### src/hw/rtl/pits_pkg.sv
// Shared types, codes and helpers for the pin inject timed sequencer.
// Used by pits_ctrl, pits_datapath and pin_inject_timed_sequencer.
package pits_pkg;

   localparam int PIN_COUNT_DEF = 32;
   localparam int MAX_STEPS_DEF = 32;
   localparam int REQ_W         = 112;
   localparam int RSP_W         = 16;
   localparam int CSR_AW        = 4;

   typedef enum logic [2:0] {
      OP_SET     = 3'd0,
      OP_PULSE   = 3'd1,
      OP_RELEASE = 3'd2,
      OP_OPTIONS = 3'd3,
      OP_LOAD    = 3'd4,
      OP_PLAY    = 3'd5,
      OP_ABORT   = 3'd6,
      OP_TICK    = 3'd7
   } op_type;

   typedef enum logic [2:0] {
      ST_OK       = 3'd0,
      ST_NOTFOUND = 3'd1,
      ST_FORBID   = 3'd2,
      ST_NOTINJ   = 3'd3,
      ST_BADARGS  = 3'd4,
      ST_BUSY     = 3'd5
   } status_type;

   typedef enum logic [1:0] {
      ACT_NONE    = 2'd0,
      ACT_DRIVE   = 2'd1,
      ACT_RELEASE = 2'd2
   } action_type;

   typedef enum logic [1:0] {
      REG_INJECTABLE = 2'd0,
      REG_FORBIDDEN  = 2'd1,
      REG_ANALOG     = 2'd2
   } reg_type;

   typedef enum logic [1:0] {
      SEL_REQ  = 2'd0,
      SEL_SCAN = 2'd1,
      SEL_STEP = 2'd2
   } rdsel_type;

   typedef struct packed {
      status_type status;
      logic [5:0] pin;
      action_type action;
      logic       level;
      logic [3:0] opts;   // bit0 open drain, 1 pull up, 2 pull down, 3 speed
   } res_type;

   typedef struct packed {
      rdsel_type rd_sel;
      logic      load_req;
      logic      exec_op;
      logic      scan_step;
      logic      seq_rd;
      logic      seq_drive;
      logic      seq_stop;
      logic      idle_emit;
      logic      flush;
   } dp_cmd_type;

   typedef struct packed {
      logic is_tick;
      logic scan_hit;
      logic scan_last;
      logic seq_due;
      logic seq_end;
      logic pend_valid;
      logic out_free;
   } dp_stat_type;

   // deadline reached: signed difference now - deadline not negative
   function automatic logic is_due(logic [31:0] now, logic [31:0] dl);
      logic [31:0] d;
      d = now - dl;
      return ~d[31];
   endfunction

   // permission check; pins 32 and up have no mask bits
   function automatic status_type check_pin(logic [5:0] pin, logic [6:0] pin_count,
                                            logic [31:0] inj, logic [31:0] forb,
                                            logic [31:0] ana);
      if ({1'b0, pin} >= pin_count) return ST_NOTFOUND;
      if (!pin[5] && forb[pin[4:0]]) return ST_FORBID;
      if (pin[5] || !inj[pin[4:0]] || ana[pin[4:0]]) return ST_NOTINJ;
      return ST_OK;
   endfunction

endpackage

### src/hw/rtl/pits_datapath.sv
// Datapath: config registers, pin timers, step memory, result buffers.
// Depends on pits_pkg; driven by pits_ctrl commands.
module pits_datapath import pits_pkg::*; #(
   parameter int PIN_COUNT = PIN_COUNT_DEF,
   parameter int MAX_STEPS = MAX_STEPS_DEF
) (
   input  logic              clock,
   input  logic              reset,
   input  logic [REQ_W-1:0]  req_data,
   output logic [RSP_W-1:0]  rsp_tdata,
   output logic              rsp_tlast,
   output logic              rsp_tvalid,
   input  logic              rsp_tready,
   input  logic              csr_wen,
   input  logic [CSR_AW-1:0] csr_paddr,
   input  logic [31:0]       csr_pwdata,
   output logic [31:0]       csr_prdata,
   input  dp_cmd_type        cmd,
   output dp_stat_type       stat
);
   localparam int PIN_W  = (PIN_COUNT > 1) ? $clog2(PIN_COUNT) : 1;
   localparam int ADDR_W = (MAX_STEPS > 1) ? $clog2(MAX_STEPS) : 1;
   localparam int CNT_W  = $clog2(MAX_STEPS + 1);
   localparam logic [6:0] PC7 = 7'(PIN_COUNT);
   localparam logic [CNT_W-1:0] MAXC = CNT_W'(MAX_STEPS);
   localparam logic [PIN_W-1:0] LASTP = PIN_W'(PIN_COUNT - 1);

   // config registers
   logic [31:0] inj_ff, forb_ff, ana_ff;
   reg_type     csr_idx;
   assign csr_idx = reg_type'(csr_paddr[3:2]);
   always_ff @(posedge clock) begin
      if (reset) begin
         inj_ff  <= '0;
         forb_ff <= '0;
         ana_ff  <= '0;
      end else if (csr_wen) begin
         case (csr_idx)
            REG_INJECTABLE: inj_ff  <= csr_pwdata;
            REG_FORBIDDEN:  forb_ff <= csr_pwdata;
            REG_ANALOG:     ana_ff  <= csr_pwdata;
            default: ;
         endcase
      end
   end
   always_comb begin
      case (csr_idx)
         REG_INJECTABLE: csr_prdata = inj_ff;
         REG_FORBIDDEN:  csr_prdata = forb_ff;
         REG_ANALOG:     csr_prdata = ana_ff;
         default:        csr_prdata = '0;
      endcase
   end

   // latched request
   op_type      op_ff;
   logic [5:0]  pin_ff;
   logic        lvl_ff;
   logic [31:0] dur_ff, ms_ff, us_ff;
   logic [3:0]  opt_ff;
   always_ff @(posedge clock) begin
      if (cmd.load_req) begin
         op_ff  <= op_type'(req_data[2:0]);
         pin_ff <= req_data[8:3];
         lvl_ff <= req_data[9];
         dur_ff <= req_data[41:10];
         opt_ff <= req_data[45:42];
         ms_ff  <= req_data[77:46];
         us_ff  <= req_data[109:78];
      end
   end

   // pin state
   logic [PIN_COUNT-1:0] active_ff;
   logic [31:0]          hold_ff  [PIN_COUNT];
   logic [31:0]          pulse_ff [PIN_COUNT];
   logic [3:0]           opts_ff  [PIN_COUNT];
   logic [PIN_W-1:0]     scan_ff, scan_in;

   // sequencer state and step memory
   logic [CNT_W-1:0] count_ff, count_in, index_ff, index_in;
   logic             run_ff, run_in;
   logic [31:0]      sdl_ff, sdl_in;
   logic [5:0]       mem_pin   [MAX_STEPS];
   logic             mem_lvl   [MAX_STEPS];
   logic [31:0]      mem_delay [MAX_STEPS];
   logic [5:0]       rd_pin;
   logic             rd_lvl;
   logic [31:0]      rd_delay;

   // result buffers: one pending, one output
   res_type pend_ff, out_ff;
   logic    pend_v_ff, out_v_ff, out_last_ff;

   logic [5:0]       cur_pin;
   logic [PIN_W-1:0] rd_idx;
   logic             in_range, active_rd, hit;
   logic [31:0]      hold_rd, pulse_rd;
   logic [3:0]       opt_rd;
   status_type       chk, stl;
   logic             pw_en, pw_act, opt_wen, mem_wen, cap_en;
   logic [31:0]      pw_hold, pw_pulse;
   res_type          res;

   // single read port of the pin arrays, address chosen by state
   always_comb begin
      case (cmd.rd_sel)
         SEL_SCAN: cur_pin = 6'(scan_ff);
         SEL_STEP: cur_pin = rd_pin;
         default:  cur_pin = pin_ff;
      endcase
   end
   assign rd_idx    = cur_pin[PIN_W-1:0];
   assign in_range  = ({1'b0, cur_pin} < PC7);
   assign active_rd = in_range & active_ff[rd_idx];
   assign hold_rd   = hold_ff[rd_idx];
   assign pulse_rd  = pulse_ff[rd_idx];
   assign opt_rd    = in_range ? opts_ff[rd_idx] : 4'd0;
   assign chk       = check_pin(cur_pin, PC7, inj_ff, forb_ff, ana_ff);
   assign hit = active_rd &&
                ((pulse_rd != 32'd0 && is_due(us_ff, pulse_rd)) ||
                 (hold_rd != 32'd0 && is_due(ms_ff, hold_rd)));

   // next state for every command
   always_comb begin
      scan_in  = scan_ff;
      count_in = count_ff;
      index_in = index_ff;
      run_in   = run_ff;
      sdl_in   = sdl_ff;
      pw_en    = 1'b0;
      pw_act   = 1'b0;
      pw_hold  = '0;
      pw_pulse = '0;
      opt_wen  = 1'b0;
      mem_wen  = 1'b0;
      cap_en   = 1'b0;
      res      = '0;
      stl      = ST_OK;
      if (cmd.load_req) scan_in = '0;
      if (cmd.exec_op) begin
         cap_en = 1'b1;
         case (op_ff)
            OP_SET, OP_PULSE: begin
               res.pin    = pin_ff;
               res.status = chk;
               if (chk == ST_OK) begin
                  pw_en      = 1'b1;
                  pw_act     = 1'b1;
                  res.action = ACT_DRIVE;
                  res.opts   = opt_rd;
                  if (op_ff == OP_PULSE) begin
                     pw_pulse  = us_ff + dur_ff;
                     res.level = 1'b1;
                  end else begin
                     pw_hold   = (dur_ff != 32'd0) ? ms_ff + dur_ff : 32'd0;
                     res.level = lvl_ff;
                  end
               end
            end
            OP_RELEASE: begin
               res.pin = pin_ff;
               if (!in_range) begin
                  res.status = ST_NOTFOUND;
               end else begin
                  pw_en      = 1'b1;
                  res.action = ACT_RELEASE;
                  res.opts   = opt_rd;
               end
            end
            OP_OPTIONS: begin
               res.pin    = pin_ff;
               res.status = chk;
               if (chk == ST_OK) begin
                  opt_wen  = 1'b1;
                  res.opts = opt_ff;
               end
            end
            OP_LOAD: begin
               if (run_ff)                stl = ST_BUSY;
               else if (count_ff >= MAXC) stl = ST_BADARGS;
               else                       stl = chk;
               if (stl == ST_OK) begin
                  mem_wen  = 1'b1;
                  count_in = count_ff + 1'b1;
               end else if (stl != ST_BUSY) begin
                  count_in = '0;
               end
               res.status = stl;
            end
            OP_PLAY: begin
               if (run_ff) begin
                  res.status = ST_BUSY;
               end else if (count_ff == '0) begin
                  res.status = ST_BADARGS;
               end else begin
                  index_in = '0;
                  run_in   = 1'b1;
                  sdl_in   = us_ff;
               end
            end
            OP_ABORT: begin
               run_in   = 1'b0;
               count_in = '0;
               index_in = '0;
               sdl_in   = '0;
            end
            default: cap_en = 1'b0;
         endcase
      end
      // one pin timer a cycle, held while a hit has no room for its result
      if (cmd.scan_step) begin
         scan_in = scan_ff + 1'b1;
         if (hit) begin
            pw_en      = 1'b1;
            cap_en     = 1'b1;
            res.pin    = cur_pin;
            res.action = ACT_RELEASE;
            res.opts   = opt_rd;
         end
      end
      if (cmd.seq_stop) begin
         run_in   = 1'b0;
         count_in = '0;
         index_in = '0;
      end
      // sequence step: set with no hold
      if (cmd.seq_drive) begin
         cap_en     = 1'b1;
         res.pin    = cur_pin;
         res.status = chk;
         if (chk == ST_OK) begin
            pw_en      = 1'b1;
            pw_act     = 1'b1;
            res.action = ACT_DRIVE;
            res.level  = rd_lvl;
            res.opts   = opt_rd;
         end
         sdl_in   = us_ff + rd_delay;
         index_in = index_ff + 1'b1;
      end
      if (cmd.idle_emit) cap_en = 1'b1;
   end

   // pin state registers
   always_ff @(posedge clock) begin
      if (reset) begin
         active_ff <= '0;
         for (int i = 0; i < PIN_COUNT; i++) opts_ff[i] <= '0;
      end else begin
         if (pw_en) begin
            active_ff[rd_idx] <= pw_act;
            hold_ff[rd_idx]   <= pw_hold;
            pulse_ff[rd_idx]  <= pw_pulse;
         end
         if (opt_wen) opts_ff[rd_idx] <= opt_ff;
      end
   end

   // step memory, registered read
   always_ff @(posedge clock) begin
      if (mem_wen) begin
         mem_pin[count_ff[ADDR_W-1:0]]   <= pin_ff;
         mem_lvl[count_ff[ADDR_W-1:0]]   <= lvl_ff;
         mem_delay[count_ff[ADDR_W-1:0]] <= (dur_ff != 32'd0) ? dur_ff : 32'd1;
      end
      if (cmd.seq_rd) begin
         rd_pin   <= mem_pin[index_ff[ADDR_W-1:0]];
         rd_lvl   <= mem_lvl[index_ff[ADDR_W-1:0]];
         rd_delay <= mem_delay[index_ff[ADDR_W-1:0]];
      end
   end

   // sequencer and scan registers
   always_ff @(posedge clock) begin
      if (reset) begin
         scan_ff  <= '0;
         count_ff <= '0;
         index_ff <= '0;
         run_ff   <= 1'b0;
         sdl_ff   <= '0;
      end else begin
         scan_ff  <= scan_in;
         count_ff <= count_in;
         index_ff <= index_in;
         run_ff   <= run_in;
         sdl_ff   <= sdl_in;
      end
   end

   // pending and output result registers
   always_ff @(posedge clock) begin
      if (reset) begin
         pend_v_ff <= 1'b0;
         out_v_ff  <= 1'b0;
      end else begin
         if (out_v_ff && rsp_tready) out_v_ff <= 1'b0;
         if (cap_en) begin
            pend_ff   <= res;
            pend_v_ff <= 1'b1;
            if (pend_v_ff) begin
               out_ff      <= pend_ff;
               out_last_ff <= 1'b0;
               out_v_ff    <= 1'b1;
            end
         end else if (cmd.flush) begin
            out_ff      <= pend_ff;
            out_last_ff <= 1'b1;
            out_v_ff    <= 1'b1;
            pend_v_ff   <= 1'b0;
         end
      end
   end

   assign rsp_tvalid = out_v_ff;
   assign rsp_tlast  = out_last_ff;
   assign rsp_tdata  = {out_ff.opts, out_ff.level, out_ff.action, out_ff.pin, out_ff.status};

   assign stat.is_tick    = (op_ff == OP_TICK);
   assign stat.scan_hit   = hit;
   assign stat.scan_last  = (scan_ff == LASTP);
   assign stat.seq_due    = run_ff && is_due(us_ff, sdl_ff);
   assign stat.seq_end    = (index_ff >= count_ff);
   assign stat.pend_valid = pend_v_ff;
   assign stat.out_free   = !out_v_ff || rsp_tready;

`ifndef NO_ASSERTIONS
   a_no_overwrite: assert property (@(posedge clock) disable iff (reset)
      (cap_en && pend_v_ff) |-> (!out_v_ff || rsp_tready))
      else $error("pending result pushed onto a full output");
   a_count_max: assert property (@(posedge clock) disable iff (reset)
      count_ff <= MAXC)
      else $error("step count beyond step memory");
   a_index_run: assert property (@(posedge clock) disable iff (reset)
      run_ff |-> (index_ff <= count_ff))
      else $error("step index past step count while running");
   a_flush_empty: assert property (@(posedge clock) disable iff (reset)
      (cmd.flush && !cap_en) |=> !pend_v_ff && out_v_ff && out_last_ff)
      else $error("flush did not close the request");
`endif

endmodule

### src/hw/rtl/pits_ctrl.sv
// Controller state machine: sequences decode, pin scan, step fire, flush.
// Depends on pits_pkg; talks to pits_datapath by command and status.
module pits_ctrl import pits_pkg::*; (
   input  logic        clock,
   input  logic        reset,
   input  logic        req_tvalid,
   output logic        req_tready,
   output dp_cmd_type  cmd,
   input  dp_stat_type stat
);
   typedef enum logic [2:0] {
      S_IDLE, S_EXEC, S_SCAN, S_SEQCHK, S_SEQRD, S_FIN, S_FLUSH
   } state_type;

   state_type state_ff, state_in;
   logic      room;

   // a capture is safe when the pending slot can move on
   assign room = !stat.pend_valid || stat.out_free;
   assign req_tready = (state_ff == S_IDLE);

   always_comb begin
      cmd      = '0;
      state_in = state_ff;
      case (state_ff)
         S_IDLE: begin
            cmd.rd_sel = SEL_REQ;
            if (req_tvalid) begin
               cmd.load_req = 1'b1;
               state_in     = S_EXEC;
            end
         end
         S_EXEC: begin
            cmd.rd_sel = SEL_REQ;
            if (stat.is_tick) begin
               state_in = S_SCAN;
            end else begin
               cmd.exec_op = 1'b1;
               state_in    = S_FLUSH;
            end
         end
         S_SCAN: begin
            cmd.rd_sel = SEL_SCAN;
            if (!stat.scan_hit || room) begin
               cmd.scan_step = 1'b1;
               if (stat.scan_last) state_in = S_SEQCHK;
            end
         end
         S_SEQCHK: begin
            cmd.rd_sel = SEL_REQ;
            if (!stat.seq_due) begin
               state_in = S_FIN;
            end else if (stat.seq_end) begin
               cmd.seq_stop = 1'b1;
               state_in     = S_FIN;
            end else begin
               cmd.seq_rd = 1'b1;
               state_in   = S_SEQRD;
            end
         end
         S_SEQRD: begin
            cmd.rd_sel = SEL_STEP;
            if (room) begin
               cmd.seq_drive = 1'b1;
               state_in      = S_FIN;
            end
         end
         S_FIN: begin
            cmd.rd_sel = SEL_REQ;
            if (!stat.pend_valid) cmd.idle_emit = 1'b1;
            state_in = S_FLUSH;
         end
         S_FLUSH: begin
            cmd.rd_sel = SEL_REQ;
            if (stat.out_free) begin
               cmd.flush = 1'b1;
               state_in  = S_IDLE;
            end
         end
         default: state_in = S_IDLE;
      endcase
   end

   always_ff @(posedge clock) begin
      if (reset) state_ff <= S_IDLE;
      else       state_ff <= state_in;
   end

endmodule

### src/hw/rtl/pin_inject_timed_sequencer.sv
// Top level: pin drive injector with timed release and step sequencer.
// Depends on pits_pkg, pits_ctrl, pits_datapath.
//
//   port group | direction | content
//   req_*      | in        | one operation request with current ms/us time
//   rsp_*      | out       | one to PIN_COUNT+1 results, tlast on the final one
//   csr_*      | in/out    | permission mask registers
//
// Non-tick ops pass through load, execute and flush, held by output stalls.
// A tick walks all pin timers one per cycle, held while a hit has no room,
// then checks, reads and fires a due sequence step, and flushes.
// Synchronous active-high reset clears masks, pin state and sequencer.
// A stalled rsp side holds the pin scan; requests wait until done.
module pin_inject_timed_sequencer import pits_pkg::*; #(
   parameter int PIN_COUNT = PIN_COUNT_DEF,
   parameter int MAX_STEPS = MAX_STEPS_DEF
) (
   input  logic              clock,
   input  logic              reset,
   input  logic              req_tvalid,
   output logic              req_tready,
   // op[2:0] pin[8:3] level[9] duration[41:10] drv_od[42] pull_up[43]
   // pull_lo[44] fast_slew[45] now_ms[77:46] now_us[109:78] zero[111:110]
   input  logic [REQ_W-1:0]  req_tdata,
   output logic              rsp_tvalid,
   input  logic              rsp_tready,
   // status[2:0] pin_out[8:3] action[10:9] drive_level[11] out_drv_od[12]
   // out_pull_up[13] out_pull_lo[14] out_fast_slew[15]
   output logic [RSP_W-1:0]  rsp_tdata,
   output logic              rsp_tlast,
   input  logic              csr_psel,
   input  logic              csr_penable,
   input  logic              csr_pwrite,
   input  logic [CSR_AW-1:0] csr_paddr,
   input  logic [31:0]       csr_pwdata,
   output logic [31:0]       csr_prdata,
   output logic              csr_pready
);
   dp_cmd_type  cmd;
   dp_stat_type stat;
   logic        csr_wen;

   assign csr_pready = 1'b1;
   assign csr_wen    = csr_psel && csr_penable && csr_pwrite && csr_pready;

   pits_ctrl u_ctrl (
      .clock      (clock),
      .reset      (reset),
      .req_tvalid (req_tvalid),
      .req_tready (req_tready),
      .cmd        (cmd),
      .stat       (stat)
   );

   pits_datapath #(
      .PIN_COUNT (PIN_COUNT),
      .MAX_STEPS (MAX_STEPS)
   ) u_dp (
      .clock      (clock),
      .reset      (reset),
      .req_data   (req_tdata),
      .rsp_tdata  (rsp_tdata),
      .rsp_tlast  (rsp_tlast),
      .rsp_tvalid (rsp_tvalid),
      .rsp_tready (rsp_tready),
      .csr_wen    (csr_wen),
      .csr_paddr  (csr_paddr),
      .csr_pwdata (csr_pwdata),
      .csr_prdata (csr_prdata),
      .cmd        (cmd),
      .stat       (stat)
   );

endmodule
### config.mk
export PLATFORM = sky130hd
export DESIGN_NAME = pin_inject_timed_sequencer
export DESIGN_NICKNAME = d
export VERILOG_FILES = /design/src/hw/rtl/pits_pkg.sv /design/src/hw/rtl/pits_datapath.sv /design/src/hw/rtl/pits_ctrl.sv /design/src/hw/rtl/pin_inject_timed_sequencer.sv
export SDC_FILE = /design/constraint.sdc
export NUM_CORES = 2
export LEC_CHECK = 0
export BUFFER_PORTS_ARGS = -buffer_cell sky130_fd_sc_hd__buf_2
export CORE_ASPECT_RATIO = 0.7
export CORE_UTILIZATION = 27
export CTS_CLUSTER_SIZE = 24
export DETAILED_ROUTE_END_ITERATION = 16
export PLACE_DENSITY_LB_ADDON = 0.2
export SLEW_MARGIN = 20
export SYNTH_ARGS = -nofsm -noshare
export SYNTH_HDL_FRONTEND = slang
export SYNTH_SLANG_ARGS = --single-unit
### constraint.sdc
create_clock -name clock -period 16.2 [get_ports clock]
set_input_delay 3.24 -clock clock [delete_from_list [all_inputs] [get_ports clock]]
set_output_delay 3.24 -clock clock [all_outputs]
set_load 0.01 [all_outputs]
Word level (Yosys, flattened, before mapping)
Memory sizes are Yosys's and may differ from the RTL's. A register that Yosys moved wholly into a read port is not among the register bits.
Index checks and enable logic that the tools add are counted.
Operators by class
  add/sub/neg operators: 9
  $lt $le $gt $ge: 6
  equal/unequal tests: 30
  mux-type cells: 155
  bitwise gates (word level): 5
  reduce and logical (&&, ||, !) cells: 53
Operators with widths (count)
  32-bit 2-to-1 mux: 14
  32-bit adder: 3
  32-bit one-hot mux with 3 select lines: 1
  32-bit nonzero test: 3
  32-bit subtractor: 3
  16-bit 2-to-1 mux: 5
  1-bit 2-to-1 mux: 78
  32-bit one-hot mux with 2 select lines: 1
  3-bit 2-to-1 mux: 18
  6-bit 2-to-1 mux: 9
  6-bit one-hot mux with 2 select lines: 3
  32-bit bitwise mux: 1
  4-bit 2-to-1 mux: 6
  3-bit == test (second input constant): 7
  3-bit one-hot mux with 7 select lines: 1
  1-bit binary-select mux with 5-bit select: 4
  8-bit 2-to-1 mux: 2
  5-bit 2-to-1 mux: 3
  6-bit by 1-bit adder with 6-bit output (second input constant): 2
  3-bit by 2-bit == test with 1-bit output (second input constant): 4
  6-bit >= comparator (second input constant): 2
  3-bit logical NOT: 4
  3-bit one-hot mux with 4 select lines: 1
  4-bit one-hot mux with 3 select lines: 1
  37 further kinds: 82
Storage, ports and cells
  flip-flop bits (word level): 326
  RAM bits: 3424
  logic and storage cells: 294
  memories: 6
Memories
  u_dp.hold_ff: words 32, bits a word 32, rd ports 1, clocked after memory_dff 0, write ports 1, line pits_datapath.sv:75  | logic [31:0] hold_ff [PIN_COUNT];
  u_dp.mem_delay: words 32, bits a word 32, rd ports 1, clocked after memory_dff 1, write ports 1, line pits_datapath.sv:86  | logic [31:0] mem_delay [MAX_STEPS];
  u_dp.pulse_ff: words 32, bits a word 32, rd ports 1, clocked after memory_dff 0, write ports 1, line pits_datapath.sv:76  | logic [31:0] pulse_ff [PIN_COUNT];
  u_dp.mem_pin: words 32, bits a word 6, rd ports 1, clocked after memory_dff 1, write ports 1, line pits_datapath.sv:84  | logic [5:0] mem_pin [MAX_STEPS];
  u_dp.opts_ff: words 32, bits a word 4, rd ports 1, clocked after memory_dff 0, write ports 32, line pits_datapath.sv:77  | logic [3:0] opts_ff [PIN_COUNT];
  u_dp.mem_lvl: words 32, bits a word 1, rd ports 1, clocked after memory_dff 1, write ports 1, line pits_datapath.sv:85  | logic mem_lvl [MAX_STEPS];

Longest topological paths before layout
  depth in word-level cells: 26
  depth in mapped cells: 31

By module
From an unflattened synthesis, not the netlist that was laid out.
Second synthesis, totals
  cells, all modules: 9220
  area total of the unflattened synthesis: 155673.1 µm²
By module, submodules not included
  pits_datapath: times used 1, cells each 9178, area each 155357.8 µm²
  pits_ctrl: times used 1, cells each 39, area each 297.8 µm²
  pin_inject_timed_sequencer: times used 1, cells each 3, area each 17.5 µm²

Worst setup path after synthesis
Ideal clock, no wire load.
  kind: register to register
  start: reg u_dp.pin_ff[0]
  end: mem u_dp.hold_ff[0][0], enable pin
  library setup time: 644 ps
  data arrival time: 11934 ps
  setup slack: 3622 ps
  cell stages (with the launch flop): 28
  path buffers: 7
  period minus slack after synthesis: 12578 ps
  cells stage by stage: edfxtp_1 -> o22a_1 -> o211ai_1 -> buf_4 -> buf_6 -> buf_6 -> buf_2 -> buf_2 -> buf_2 -> mux2i_1 -> o22ai_1 -> or4_1 -> nor4_1 -> ha_1 -> nand4_1 -> nor2_1 -> nand3_1 -> or3_1 -> nor4_1 -> o21a_1 -> o311ai_0 -> nand3b_1 -> xnor2_1 -> a2111o_1 -> nand3_4 -> nor2_2 -> buf_2 -> nor4_1
On the way
  word-level cells in the longest chain between the ends: 23
  elaborated cells between the ends (all ways): 55
  classes of those cells: add/sub: 2; order compare: 2; mux: 33; bitwise: 3; reduce/logical: 13; memory: 2
Ends and longest elaborated chain
  start: declaration: line pits_datapath.sv:57  | logic [5:0] pin_ff;
  start signal: assignment: line pits_datapath.sv:64  | pin_ff <= req_data[8:3];
  6-bit one-hot mux with 2 select lines (*): line pits_datapath.sv:107  | case (cmd.rd_sel)
  1-bit binary-select mux with 5-bit select: line pits_pkg.sv:92  | if (pin[5] || !inj[pin[4:0]] || ana[pin[4:0]]) return ST_NOTINJ;
  1-bit 2-to-1 mux (not written as such): line pits_pkg.sv:92
  1-bit logical NOT: line pits_pkg.sv:92
  1-bit logical OR (2 in a row): line pits_pkg.sv:92
  1-bit 2-to-1 mux (2 in a row): line pits_pkg.sv:92
  1-bit 2-to-1 mux: line pits_pkg.sv:91  | if (!pin[5] && forb[pin[4:0]]) return ST_FORBID;
  3-bit 2-to-1 mux: line pits_pkg.sv:93  | return ST_OK;
  (+5 left out)
  1-bit 2-to-1 mux: line pits_datapath.sv:141  | if (cmd.exec_op) begin
  1-bit 2-to-1 mux: line pits_datapath.sv:214  | if (hit) begin
  1-bit 2-to-1 mux: line pits_datapath.sv:212  | if (cmd.scan_step) begin
  1-bit 2-to-1 mux: line pits_datapath.sv:232  | if (chk == ST_OK) begin
  1-bit 2-to-1 mux: line pits_datapath.sv:228  | if (cmd.seq_drive) begin
  1-bit 2-to-1 mux: line pits_datapath.sv:251  | if (pw_en) begin
  1-bit 2-to-1 mux: line pits_datapath.sv:247  | if (reset) begin
  1-bit 2-to-1 mux (not written as such): line pits_datapath.sv:253  | hold_ff[rd_idx] <= pw_hold;
  end: declaration: line pits_datapath.sv:75
Mark *: on every way between the ends. The rest lies on a longest branch, timed or not. The select of a mux whose other input is x is not followed.

Final worst setup path
  start: reg u_ctrl.state_ff[1]
  end: mem u_dp.pulse_ff[6][26], enable pin
On the way
  word-level cells in the longest chain between the ends: 26
  elaborated cells between the ends (all ways): 64
  classes of those cells: add/sub: 2; order compare: 2; eq/ne: 5; mux: 36; bitwise: 3; reduce/logical: 14; memory: 2
Ends and longest elaborated chain
  start: declaration: line pits_ctrl.sv:15  | state_type state_ff, state_in;
  start signal: assignment: line pits_ctrl.sv:86  | else state_ff <= state_in;
  3-bit == test / 3-bit by 2-bit == test with 1-bit output (equally long branches): line pits_ctrl.sv:25  | case (state_ff)
  2-bit one-hot mux with 2 select lines: line pits_ctrl.sv:25
  2-bit == test / 2-bit by 1-bit == test with 1-bit output (equally long branches): line pits_datapath.sv:107
  6-bit one-hot mux with 2 select lines: line pits_datapath.sv:107
  1-bit binary-select mux with 5-bit select: line pits_pkg.sv:92
  1-bit 2-to-1 mux (not written as such): line pits_pkg.sv:92
  1-bit logical NOT: line pits_pkg.sv:92
  1-bit logical OR (2 in a row): line pits_pkg.sv:92
  (+9 left out)
  1-bit 2-to-1 mux: line pits_datapath.sv:141
  1-bit 2-to-1 mux: line pits_datapath.sv:214
  1-bit 2-to-1 mux: line pits_datapath.sv:212
  1-bit 2-to-1 mux: line pits_datapath.sv:232
  1-bit 2-to-1 mux: line pits_datapath.sv:228
  1-bit 2-to-1 mux: line pits_datapath.sv:251
  1-bit 2-to-1 mux: line pits_datapath.sv:247
  1-bit 2-to-1 mux (not written as such): line pits_datapath.sv:254  | pulse_ff[rd_idx] <= pw_pulse;
  end: declaration: line pits_datapath.sv:76
Several ways; a longest one is shown, not always the timed one. The select of a mux whose other input is x is not followed.

==> results.ini <==
[clock_tree]
cts_sinks = 3789
cts_buffers = 391
insertion_delay_ps = 1070
cts.path.max_buffers = 4
cts_max_level = 5
path_clk_slew_ps = 60
cts-root-buf = clkbuf_16
cts.hold.buffers_added = 0
cts_resized = 0
cts_tree = yes
cts_setup_buffers = 0

[cells_and_area]
stdcell_area_um2 = 178000
areaGrowthSynthToFinish_pct = 16.0
drive_gt1_share_pct = 16.6
final_cells = 17800
fin_nets = 10200

[synth]
yosys.cell_types.count = 84
avgSynthCellArea_um2 = 16.2
async_flop_share_pct = 0
yosysSeqAreaShare_pct = 72.8
synth_top_area_cell = edfxtp_1
synth_area_um2 = 154000
synth_most_common_cell = edfxtp_1
ys_seq_elements = 3789
synth_edf_count = 3606
syn_nets = 9860
ys.flop_type = edfxtp_1
synth_top_area_share_pct = 70.4
netlist_top_cells_count = edfxtp_1, nand2_1, mux2i_1, mux4_2, o22ai_1
synthTopCellsByArea = edfxtp_1, mux4_2, mux2i_1
syn_inst = 9506
yosys_warnings = 0

[detailed_routing]
top_layer = met5
routed-wl-met2_um = 236000
drc = 0
met3WireLength_um = 33500
routed_wl_um = 526000
routedWlPerCell_um = 29.5
ant_nets = 0
dr_total_vias = 90400
drt_first_pass_iters = 6
wl_met1_um = 243000
vias_per_cell = 5.08
drt_iter0_drc = 9932

[setup_path]
crit_slowest_cell = dfxtp_1
required_ps = 16840
cpMostUsedCell = buf_4
end_kind = flop
start_kind = flop
worstRegToRegCells = 25
slowest_delay_ps = 1010
cp.arrival_ps = 12070
worstSetupPathType = reg -> reg
worstPathMaxFanout = 113

[floorplanning]
boundaryPins = 207
die_h_um = 634
core-area_um2 = 566000
rows = 231
start_util_pct = 27.2
die_area_um2 = 573000
chipWidth_um = 904

[power_and_ir_drop]
pwr-share-clk_pct = 35.0
seqPwrFrac_pct = 43.2
vdd_drop_max_v = 0.000150
power.switching_uw = 8020
p_sw_share_pct = 31.3
p_per_area_nw_per_um2 = 144
p_int_uw = 17600
leakagePower_uw = 0.0611
pwr-share-comb_pct = 21.8
power.total_uw = 25600

[placement]
dp_hpwl_um = 295000
numPortBuffers = 201
dp_cells = 17100
pre_cts_ws_ps = 4860
postPlaceCellArea_um2 = 166000
place_congestion = 0.823

[global_route]
antenna_found_initial = 29
grt.total_usage_pct = 17.7
grt_remaining_overflow = 0
grt_pass1_wl_um = 719000
grt_pass1_vias = 88200
grt_max_degree = 117

[sta]
finalSetupViolations = 0
tightestPinTransition_ps = 1210
clock.fmax_mhz = 87.5
final.period_utilization_pct = 70.5
finClkSkew_ps = 93.3
timing.final.ws_setup_ps = 4770
slew_headroom_pct = 19.0
rsz0062_at_grt = no
tns_ps = 0
layout_min_cycle_time_ps = 11430
final-hold-violation-count = 0
slew_viol_final = 0

[run]
drv_cap = 0

[outcome]
status = finished, final reports clean

[worst_hold_path]
hold_class = reg -> reg
hold_depth = 0

[worst max-delay path, delay by kind of cell, from the launching register on]
family | cells | cell delay [ps]
compound gates | 5 | 1590
xor+xnor | 1 | 260
fa+ha+maj | 1 | 240
buf+inv | 7 | 3940
flops | 1 | 1010
mux | 1 | 250
simple gates | 10 | 3230
[layer usage]
layer  track usage [%]  vias up
met3              2.45      706
li1                  -    38200
met2              27.8     3441
met4              4.29       14
met5                 0        -
met1              25.9    48100
[registers in the layout, indices dropped and copies added, names as in the netlist, 16 cells and up]
register        count
u_dp.rsp_tdata     16
u_dp.sdl_ff        32
u_dp.inj_ff        32
u_dp.pend_ff       16
u_dp.mem_delay   1024
u_dp.dur_ff        32
u_dp.hold_ff     1024
u_dp.rd_delay      32
u_dp.forb_ff       32
u_dp.ana_ff        32
u_dp.opts_ff      128
u_dp.mem_pin      192
u_dp.pulse_ff    1024
u_dp.us_ff         32
u_dp.active_ff     32
u_dp.mem_lvl       32
u_dp.ms_ff         32
[kinds of logic after synthesis]
logic type | count (synthesis) | share of synthesized area, %
DFF | 3789 | 72.8
and+or+nand+nor | 2313 | 6.93
muxes | 1271 | 11.5
AOI/OAI and AO/OA | 1209 | 4.87
buffers and inverters | 646 | 1.88
adders and majority gates | 199 | 1.63
xor gates and xnor gates | 78 | 0.444
other | 1 | 0.00244
[layout make-up]
type / instances / area, um2
Fill cell: 55200 / 388000
Timing Repair Buffer: 552 / 4160
Clock buffer: 459 / 10100
Clock inverter: 261 / 2440
Antenna cell: 11 / 27.5
Inverter: 84 / 320
Sequential cell: 3789 / 112000
Multi-Input combinational cell: 5071 / 40000
Tap cell: 7572 / 9470
[through the flow]
| step | util (%) | hold slack [ps] |
|---|---|---|
| 4_1_cts | 31.5 | 420 |
| 5_1_grt | 31.5 | 426 |
| 3_5_place_dp | 29.3 | 406 |
| 2_1_floorplan | - | 400 |
| 6_report | 31.5 | 418 |
| 3_3_place_gp | 29.3 | 415 |
[cell usage in the layout, fill, tap and decap left out, types with 178 or more instances in the layout]
| master | Yosys | layout |
|---|---|---|
| buf_4 | 41 | 307 |
| mux2i_1 | 839 | 839 |
| buf_2 | 139 | 200 |
| a21oi_1 | 360 | 357 |
| o22ai_1 | 376 | 376 |
| dfxtp_1 | 183 | 178 |
| edfxtp_1 | 3606 | 3606 |
| mux4_2 | 390 | 390 |
| nand3_1 | 301 | 300 |
| clkbuf_16 | 0 | 391 |
| nor2_1 | 353 | 307 |
| nand2_1 | 1092 | 1091 |
| ha_1 | 196 | 196 |
[path summary, 6_finish.rpt]
check / start / endpoint / slack (ps)
setup / recovery: u_ctrl.state_ff[1] / u_dp.pulse_ff[6][26] / 4770
hold / removal: u_dp.pend_ff[13] / u_dp.rsp_tdata[0] / 420
setup reg to reg: u_ctrl.state_ff[1] / u_dp.pulse_ff[6][26] / 4770
hold reg to reg: u_dp.pend_ff[13] / u_dp.rsp_tdata[0] / 420
[power by group through the flow]
stage          sequential [uW]  clock (uW)  combinational [uW]
3_3_place_gp             11300           0                5520
5_1_grt                  11100        9530                5900
6_report                 11100        8990                5590
4_1_cts                  11100        9170                5580
3_5_place_dp             11300           0                5560
2_1_floorplan            11200           0                3340
No activity file was read; power rests on OpenSTA's default activity.
